$ cat config.mk
export PLATFORM = sky130hd
export DESIGN_NAME = srvo_ctrl
export DESIGN_NICKNAME = d
export VERILOG_FILES = /design/src/srvo_pkg.sv /design/src/srvo_ctrl.sv
export SDC_FILE = /design/constraint.sdc
export NUM_CORES = 1
export LEC_CHECK = 0
export BUFFER_PORTS_ARGS = -buffer_cell sky130_fd_sc_hd__buf_2
export CAP_MARGIN = 20
export CORE_AREA = 2 2 39 41
export CTS_CLUSTER_DIAMETER = 200
export DETAILED_ROUTE_END_ITERATION = 8
export DIE_AREA = 0 0 41 43
export GPL_TIMING_DRIVEN = 1
export PLACE_DENSITY_LB_ADDON = 0.3
export SLEW_MARGIN = 20
export SYNTH_ARGS = -nofsm -noshare
export SYNTH_HDL_FRONTEND = slang
export SYNTH_SLANG_ARGS = --single-unit
$ cat constraint.sdc
create_clock -name clk -period 3.3 [get_ports clk]
set_input_delay 0.66 -clock clk [delete_from_list [all_inputs] [get_ports clk]]
set_output_delay 0.66 -clock clk [all_outputs]
set_load 0.02 [all_outputs]
$ cat src/srvo_pkg.sv
// srvo_pkg: shared types and constants for the srv record orderer
// no dependencies
package srvo_pkg;
	localparam int MaxRecords = 32;
	localparam int IdxW = $clog2(MaxRecords);
	localparam int CntW = $clog2(MaxRecords + 1);
	localparam int RecW = 64;
	localparam int SumW = 16 + IdxW;
	localparam logic [31:0] LfsrTaps = 32'h8020_0003;

	typedef enum logic [3:0] {
		ST_LOAD, ST_SORT, ST_GRP, ST_PART, ST_SUM, ST_DRAW, ST_DIV, ST_SCAN, ST_PLACE,
		ST_NEXTG, ST_EMIT
	} state_t;

	typedef struct packed {
		logic load_rec;
		logic start_run;
		logic sort_step;
		logic grp_step;
		logic part_step;
		logic sum_step;
		logic draw;
		logic div_step;
		logic scan_step;
		logic place;
		logic next_grp;
		logic emit_step;
		logic finish;
	} cmd_t;

	typedef struct packed {
		logic sort_done;
		logic grp_done;
		logic grp_single;
		logic part_done;
		logic sum_done;
		logic div_done;
		logic scan_done;
		logic picks_done;
		logic all_done;
		logic emit_last;
	} sts_t;

	function automatic logic [31:0] lfsr_adv(input logic [31:0] s);
		lfsr_adv = (s >> 1) ^ (s[0] ? LfsrTaps : 32'h0);
	endfunction
endpackage

$ cat src/srvo_ctrl.sv
// srvo_ctrl: run sequencer for load, sort, group ordering and emit
// depends on srvo_pkg
module srvo_ctrl import srvo_pkg::*; (
	input  logic   clk,
	input  logic   arst_n,
	input  logic   in_beat,
	input  logic   in_last,
	input  logic   out_rdy,
	input  sts_t   sts,
	output cmd_t   cmd,
	output logic   in_rdy,
	output logic   out_vld
);
	state_t state_q, state_d;

	always_ff @(posedge clk or negedge arst_n) begin
		if (!arst_n) state_q <= ST_LOAD;
		else state_q <= state_d;
	end

	always_comb begin
		cmd = '0;
		state_d = state_q;
		in_rdy = 1'b0;
		out_vld = 1'b0;
		unique case (state_q)
			ST_LOAD: begin
				in_rdy = 1'b1;
				cmd.load_rec = 1'b1;
				if (in_beat && in_last) begin
					cmd.start_run = 1'b1; state_d = ST_SORT;
				end
			end
			ST_SORT: begin
				cmd.sort_step = 1'b1;
				if (sts.sort_done) state_d = ST_GRP;
			end
			ST_GRP: begin
				if (sts.grp_done) state_d = sts.grp_single ? ST_NEXTG : ST_PART;
				else cmd.grp_step = 1'b1;
			end
			ST_PART: begin
				cmd.part_step = 1'b1;
				if (sts.part_done) state_d = ST_SUM;
			end
			ST_SUM: begin
				cmd.sum_step = 1'b1;
				if (sts.sum_done) state_d = ST_DRAW;
			end
			ST_DRAW: begin cmd.draw = 1'b1; state_d = ST_DIV; end
			ST_DIV: begin
				cmd.div_step = 1'b1;
				if (sts.div_done) state_d = ST_SCAN;
			end
			ST_SCAN: begin
				if (sts.scan_done) state_d = ST_PLACE;
				else cmd.scan_step = 1'b1;
			end
			ST_PLACE: begin
				cmd.place = 1'b1;
				state_d = sts.picks_done ? ST_NEXTG : ST_DRAW;
			end
			ST_NEXTG: begin
				if (sts.all_done) state_d = ST_EMIT;
				else begin cmd.next_grp = 1'b1; state_d = ST_GRP; end
			end
			ST_EMIT: begin
				out_vld = 1'b1;
				if (out_rdy) begin
					cmd.emit_step = 1'b1;
					if (sts.emit_last) begin cmd.finish = 1'b1; state_d = ST_LOAD; end
				end
			end
			default: state_d = ST_LOAD;
		endcase
	end
endmodule

==> impl_metrics.yaml, run 1 <==
outcome:
  status: "complete, no violations"
clock_network:
  cts_buffers: 3
  holdBufCountCts: 0
  clock_sinks: 4
  clkTransAtPathRegs_ns: 0.04
  ctsLongestPathBuffers: 2
  insertion_delay_ns: 0.24
  cts_max_level: 1
  cts_setup_buffers: 0
  cts_resized: 0
  cts_tree: "yes"
  ctsRootBufferMaster: "clkbuf_4"
sta:
  finalClockSkew_ns: 0.00239
  finalHoldViolCount: 0
  fin_crit_sh_pct: 69.3
  rsz0062_at_grt: "false"
  max_freq_ghz: 0.437
  worst_pin_slew_ns: 0.579
  period_needed_ns: 2.29
  slew_violations: 0
  hold_ws_ns: 0.220
  finalSetupTns_ns: 0
  relSlewSlack_pct: 61.4
  setup_ws_ns: 1.01
  finalSetupViolations: 0
finish:
  final_cells: 106
  largest_register_ffs: 4
  regMostFlops: "state_q"
  fin_nets: 107
  final_area_um2: 644
  fill_cells: 151
  seqCellArea_um2: 100
  multi_input_area_um2: 353
  reg_top3: "state_q: 4 flops"
  final_util_pct: 46.6
  drive_gt1_share_pct: 38.9
  areaGrowthSynthToFinish_pct: 29.1
  diodes: 0
synth:
  yosysSeqAreaShare_pct: 20.1
  synth_edf_count: 0
  ys_ff_latch: 4
  synth_top_flop_cell: "dfrtp_1"
  synth_cells: 64
  synth_top_area_share_pct: 20.1
  avgSynthCellArea_um2: 7.80
  synth.area.top_cells: "dfrtp_1 (20%), nor3_1 (9.0%), mux2i_1 (8.0%), nand2_1 (6.8%), a32oi_4 (5.5%)"
  yosysUniqueCellTypes: 29
  synth_nets: 79
  yosys-top-cells-count: "nand2_1 (9), nor3_1 (9)"
  synth_area_um2: 499
  synth_area_leader_cell: "dfrtp_1"
  synthArstFlopShare_pct: 100
  yosysWarnings: 0
global_routing:
  grt.met1_usage_pct: 22.8
  grt.total_usage_pct: 17.0
  use_met3_pct: 4.71
  grt_pass1_wl_um: 2030
  grt_max_degree: 17
  grt.met2_usage_pct: 23.1
  gr-total-overflow: 0
  grt_pass1_vias: 480
  gr-max-usage-layer: "met2"
  antenna_found_initial: 0
worst_setup_path:
  cp.required_ns: 2.64
  rr_worst_depth: 4
  cp_max_fo: 15
  crit_path_end_kind: "output pin"
  critical_path_arrival_ns: 1.63
  cp-start-kind: "flop"
  path_class: "reg2out"
  r2r-start: "state_q[1]"
  rrSetupSlack_ns: 1.54
  rr_endpoint: "state_q[2]"
detailed_routing:
  detail-route-antenna-nets: 0
  wl_um: 1250
  vias: 555
  drc_errors: 0
  avgViaCountPerCell: 5.24
  drt-wirelength-per-cell_um: 11.7
  drtPass1Iterations: 5
  dr.first_iter.drc_count: 4
floorplanning:
  die_w_um: 41
  die_h_um: 43
  io_pins: 30
  dieArea_um2: 1760
  core-area_um2: 1380
  rows: 14
  start_util_pct: 36.1
flow_run:
  cap_violations: 0
power:
  p_leak_nw: 0.332
  power_mw: 0.588
  p_per_area_nw_per_um2: 913
  irDropWorstVdd_mv: 0.431
placement:
  dpl.cell_count: 103
  placed_cell_area_um2: 622
  gp_congestion: 0.742
  port_buffers: 29
  hpwl_um: 912
  post-place-ws_ns: 1.27
worst_hold_path:
  hold_path_class: "in2async"
## report_power, final
group          internal, mW  total, mW  leakage (nW)  switching [mW]
registers            0.0718      0.180        0.0486           0.108
logic                 0.162      0.347         0.269           0.186
clock network        0.0407     0.0608        0.0138          0.0202
total                 0.274      0.588         0.332           0.314
## worst max path at each step
stage                          to  cells after the start  startpoint  slack (ns)
after CTS                 cmd[11]                      3  state_q[1]        1.01
after floorplan            cmd[9]                      4  state_q[1]        1.18
after detailed placement  cmd[11]                      3  state_q[1]        1.27
after global routing      cmd[11]                      3  state_q[0]        0.91
after global placement    cmd[11]                      3  state_q[1]        1.30
final                     cmd[11]                      3  state_q[1]        1.01
## cell usage in the layout, fill, tap and decap left out, drive strengths merged
cell type / n
o211ai: 1
nor2: 4
nand2: 9
dfrtp: 4
buf: 29
and4bb: 1
inv: 1
a221o: 1
and3b: 1
a32oi: 2
and3: 2
a21oi: 4
or3: 1
nand3: 1
and2b: 1
nand2b: 4
nor3: 9
a31oi: 1
o21ai: 4
clkbuf: 3
and2: 1
nor4: 2
mux2i: 4
## cell families (layout without fill, tap and decap cells)
| family | count (synthesis) | after routing | synth area share (%) |
|---|---|---|---|
| and+or+nand+nor | 36 | 36 | 42.6 |
| AOI/OAI and AO/OA | 13 | 13 | 20.1 |
| buffers and inverters | 7 | 33 | 9.27 |
| muxes | 4 | 4 | 8.02 |
| DFF | 4 | 4 | 20.1 |
## worst max-delay path, stage by stage, from the launching register on
cell     delay, ns
dfrtp_1       0.56
nor4_4        0.46
and3_1        0.21
buf_2         0.16
## layer usage
| layer | vias to the layer above | routed length (µm) |
|---|---|---|
| li1 | 288 | - |
| met1 | 244 | 601 |
| met2 | 19 | 537 |
| met3 | 4 | 75 |
| met4 | 0 | 31 |
| met5 | - | 0 |
## cell type report
class	count	share of cell area (%)
clock buffer	3	3.50
inverter	1	0.583
multi-input combinational	53	54.8
sequential	4	15.5
tap	16	3.11
timing repair buffer	29	22.5
(Power assumes the default switching activity.)
==> inputs of run 2 (changes only) <==
Settings changed: CORE_AREA 2 2 39 41 to unset, CORE_MARGIN set to 1.5, CORE_UTILIZATION set to 37, DIE_AREA 0 0 41 43 to unset.
Clock period 3.3 ns to 2.1 ns, I/O delays scaled along.
==> impl_metrics.yaml, run 2 (synthesized netlist as in run 1, its figures left out) <==
power:
  combinationalPowerShare_pct: 59.4
  p_int_mw: 0.440
  netSwitchingPower_mw: 0.502
  p_clk_share_pct: 10.8
  switching_share_pct: 53.3
  p_per_area_nw_per_um2: 1420
  p_leak_nw: 0.341
  seqPwrFrac_pct: 29.8
  irDropWorstVdd_mv: 0.647
  power_mw: 0.941
detailed_routing:
  wl_um: 1220
  vias: 544
  detail-route-antenna-nets: 0
  avgViaCountPerCell: 5.08
  dr.first_iter.drc_count: 14
  drtPass1Iterations: 4
  drc_errors: 0
  drt-wirelength-per-cell_um: 11.4
floorplanning:
  core-area_um2: 1280
  start_util_pct: 38.9
  io_pins: 30
  dieArea_um2: 1580
  rows: 13
  die_w_um: 39.7
  die_h_um: 39.7
finish:
  fin_nets: 109
  mostFrequentLayoutCell: "buf_2"
  reg_top3: "state_q: 4 flops"
  drive_gt1_share_pct: 39.1
  diodes: 0
  final_util_pct: 51.4
  largest_register_ffs: 4
  final_cell_mix: "buf_2 (29), nand2_1 (9), nor3_1 (9)"
  areaGrowthSynthToFinish_pct: 32.3
  regMostFlops: "state_q"
  fill_cells: 133
clock_network:
  cts_tree: "yes"
  cts_buffers: 3
  cts_max_level: 1
  ctsLongestPathBuffers: 2
  insertion_delay_ns: 0.24
  ctsRootBufferMaster: "clkbuf_4"
  clkTransAtPathRegs_ns: 0.04
  cts_resized: 0
  clock_sinks: 4
placement:
  hpwl_um: 906
  port_buffers: 29
  gp_congestion: 0.767
worst_setup_path:
  cp.required_ns: 1.68
  cp-start-kind: "flop"
  path_class: "reg2out"
  worst-path-buf-inv: 1
  crit_path_end_kind: "output pin"
  rr_worst_depth: 4
  crit_chain: "nor4_4 -> and3_1 -> buf_2"
  critical-path-top-delay-family: "simple AND/OR/NAND/NOR gates"
  slowest_stage: "dfrtp_1"
  slowest_delay_ns: 0.56
  cp_max_fo: 15
  worst-path-stages: 3
  critical_path_arrival_ns: 1.60
global_routing:
  grt_max_degree: 17
  gr-total-overflow: 0
  antenna_found_initial: 0
  grt.total_usage_pct: 18.2
  grt_pass1_vias: 460
  grt_pass1_wl_um: 1950
worst_hold_path:
  min_path_cells: 2
  hold_path_class: "in2reg"
sta:
  finalClockSkew_ns: 0.00446
  relSlewSlack_pct: 61.5
  slew_violations: 0
  rsz0062_at_grt: "false"
  finalSetupTns_ns: 0
  finalSetupViolations: 0
  max_freq_ghz: 0.494
  finalHoldViolCount: 0
  fin_crit_sh_pct: 96.4
  period_needed_ns: 2.02
  worst_pin_slew_ns: 0.578
flow_run:
  cap_violations: 0
outcome:
  status: "complete, no violations"
run 2: cell types whose count changed in the layout (fill, tap and decap cells not counted):
cell           change
buf_4              +1
dlygate4sd3_1      +1
run 2: worst paths after layout:
kind                                 start  slack (ns)         end
max in group asynchronous           arst_n        1.46  state_q[3]
worst max-delay path            state_q[1]        0.08     cmd[11]
worst max register to register  state_q[1]        0.37  state_q[2]
worst min-delay path                sts[6]        0.44  state_q[2]
min in group asynchronous           arst_n        0.52  state_q[1]
worst min register to register  state_q[1]        0.83  state_q[1]
run 2: power by group through the flow:
stage	Clock, mW	Sequential [mW]	Combinational [mW]
5_1_grt	0.108	0.295	0.623
3_3_place_gp	0	0.280	0.546
3_5_place_dp	0	0.280	0.553
6_report	0.102	0.281	0.559
2_1_floorplan	0	0.167	0.572
4_1_cts	0.106	0.280	0.555
run 2: per-stage QoR:
step,setup WS (ns),cells,hold WS (ns),area [µm²]
after floorplan,0.222,64,0.124,499
after global placement,0.349,102,0.228,621
after detailed placement,0.305,102,0.233,621
after CTS,0.0334,106,0.437,653
after global routing,0.0145,107,0.460,661
final,0.0760,107,0.444,661
run 2: repair_timing:
item / 4_1_cts / 5_1_grt
buffers inserted: 0 / 1
endpoints found under the setup margin: 0 / 1
hold buffers: 1 / 0
endpoints found under the hold margin: 4 / 0
run 2: worst register-to-register path, cell delays in order, from the launching register on:
cell      delay (ns)
dfrtp_1         0.65
mux2i_1         0.20
a32oi_4         0.31
o211ai_1        0.12
a221o_1         0.32
run 2: cell type report:
class	count	area, µm²	share of cell area, %
timing repair buffer	31	163	24.6
tap	15	18.8	2.84
clock buffer	3	22.5	3.41
inverter	1	3.75	0.568
sequential	4	100	15.2
multi-input combinational	53	353	53.4
run 2: per-layer routing:
layer | vias to the layer above | track usage [%] | part of all wire [%]
met5 | - | 0 | 0
met4 | 0 | 7.76 | 1.7
met3 | 4 | 5.11 | 5.6
met2 | 18 | 26.6 | 44
met1 | 233 | 24.4 | 48
li1 | 289 | - | -
==> inputs of run 3 (changes only) <==
Settings changed: HOLD_SLACK_MARGIN set to 0.1, REMOVE_ABC_BUFFERS set to 1.
==> impl_metrics.yaml, run 3 (synthesized netlist as in run 1, its figures left out) <==
outcome:
  status: "complete, no violations"
clock_network:
  cts_max_level: 1
  clkTransAtPathRegs_ns: 0.04
  clock_sinks: 4
  cts_tree: "yes"
  insertion_delay_ns: 0.24
  ctsRootBufferMaster: "clkbuf_4"
  ctsLongestPathBuffers: 2
  cts_buffers: 3
placement:
  hpwl_um: 921
  port_buffers: 29
  gp_congestion: 0.754
global_routing:
  gr-total-overflow: 0
  grt_max_degree: 17
  grt_pass1_vias: 458
  grt_pass1_wl_um: 1860
  grt.total_usage_pct: 17.7
  antenna_found_initial: 0
worst_setup_path:
  slowest_delay_ns: 0.58
  critical-path-top-delay-family: "flip-flops"
  slowest_stage: "dfrtp_1"
  critical_path_arrival_ns: 1.55
  r2r-start: "state_q[0]"
  rr_worst_depth: 5
  worst-path-stages: 3
  rrSetupSlack_ns: 0.30
  crit_path_end_kind: "output pin"
  critPathCapture: "cmd[11]"
  startpoint: "state_q[0]"
  crit_chain: "nor4_4 -> and3_1 -> buf_2"
  rr_endpoint: "state_q[2]"
  worst-path-buf-inv: 1
  cp-start-kind: "flop"
  path_class: "reg2out"
  cp_max_fo: 16
  cp.required_ns: 1.68
finish:
  fin_nets: 109
  mostFrequentLayoutCell: "buf_2"
  areaGrowthSynthToFinish_pct: 32.3
  fill_cells: 138
  regMostFlops: "state_q"
  final_cell_mix: "buf_2 (29), nand2_1 (9), nor3_1 (9)"
  reg_top3: "state_q: 4 flops"
  final_util_pct: 51.4
  largest_register_ffs: 4
  diodes: 0
  drive_gt1_share_pct: 39.1
sta:
  finalSetupViolations: 0
  rsz0062_at_grt: "false"
  finalSetupTns_ns: 0
  finalHoldViolCount: 0
  slew_violations: 0
  max_freq_ghz: 0.509
  relSlewSlack_pct: 61.1
  period_needed_ns: 1.97
  finalClockSkew_ns: 0.000827
  worst_pin_slew_ns: 0.583
  fin_crit_sh_pct: 93.6
detailed_routing:
  avgViaCountPerCell: 5.19
  drtPass1Iterations: 3
  detail-route-antenna-nets: 0
  drc_errors: 0
  dr.first_iter.drc_count: 4
  drt-wirelength-per-cell_um: 12.0
  wl_um: 1290
  vias: 555
floorplanning:
  rows: 13
  die_h_um: 39.7
  die_w_um: 39.7
  io_pins: 30
  core-area_um2: 1280
  start_util_pct: 38.9
  dieArea_um2: 1580
power:
  switching_share_pct: 53.5
  irDropWorstVdd_mv: 0.597
  seqPwrFrac_pct: 30.0
  p_clk_share_pct: 10.3
  combinationalPowerShare_pct: 59.7
  p_per_area_nw_per_um2: 1430
  p_int_mw: 0.439
  netSwitchingPower_mw: 0.505
  p_leak_nw: 0.341
flow_run:
  cap_violations: 0
worst_hold_path:
  hold_path_class: "in2reg"
-- run 3: cell type report --
cell class	count	area (µm²)	share of cell area [%]
inverter	1	3.75	0.568
multi-input combinational	53	353	53.4
sequential	4	100	15.2
timing repair buffer	31	163	24.6
clock buffer	3	22.5	3.41
tap	15	18.8	2.84
-- run 3: worst min path at each step --
stage                     startpoint          to  cells past startpoint
after floorplan               arst_n  state_q[0]                      0
after global placement        arst_n  state_q[1]                      1
after detailed placement      arst_n  state_q[1]                      1
after CTS                     sts[6]  state_q[2]                      2
after global routing          sts[6]  state_q[2]                      2
final                         sts[6]  state_q[2]                      2
-- run 3: layer usage --
layer  GRT usage, %  vias to the layer above  routed length (µm)  share of wire (%)
li1               -                      290                   -                  -
met1           21.3                      241                 633                 49
met2           29.9                       24                 581                 45
met3           6.82                        0                  73                5.7
met4           2.59                        0                   0                  0
met5              0                        -                   0                  0
-- run 3: worst register-to-register path, stage by stage, from the launching register on --
cell	delay [ns]
dfrtp_1	0.70
nor4_4	0.12
buf_4	0.17
a32oi_4	0.23
o211ai_1	0.15
a221o_1	0.32
-- run 3: power by group through the flow --
stage	Sequential, mW	Combinational [mW]	Clock (mW)
3_3_place_gp	0.278	0.550	0
2_1_floorplan	0.241	0.434	0
6_report	0.283	0.563	0.0973
3_5_place_dp	0.282	0.553	0
4_1_cts	0.280	0.557	0.104
5_1_grt	0.294	0.626	0.106
-- run 3: what timing repair did --
action	4_1_cts	5_1_grt
hold endpoints to repair	4	0
gates resized for setup	0	0
setup buffers	0	1
endpoints found under the setup margin	0	1
hold buffers	1	0
-- run 3: per-stage QoR --
step / std cells / power, mW / setup slack [ns] / instance area (µm²) / hold WS (ns)
5_1_grt: 107 / 1.03 / 0.0271 / 661 / 0.430
4_1_cts: 106 / 0.942 / 0.0562 / 653 / 0.431
3_3_place_gp: 102 / 0.828 / 0.337 / 621 / 0.227
2_1_floorplan: 58 / 0.675 / 0.0764 / 457 / 0.124
6_report: 107 / 0.944 / 0.135 / 661 / 0.445
3_5_place_dp: 102 / 0.835 / 0.327 / 621 / 0.229
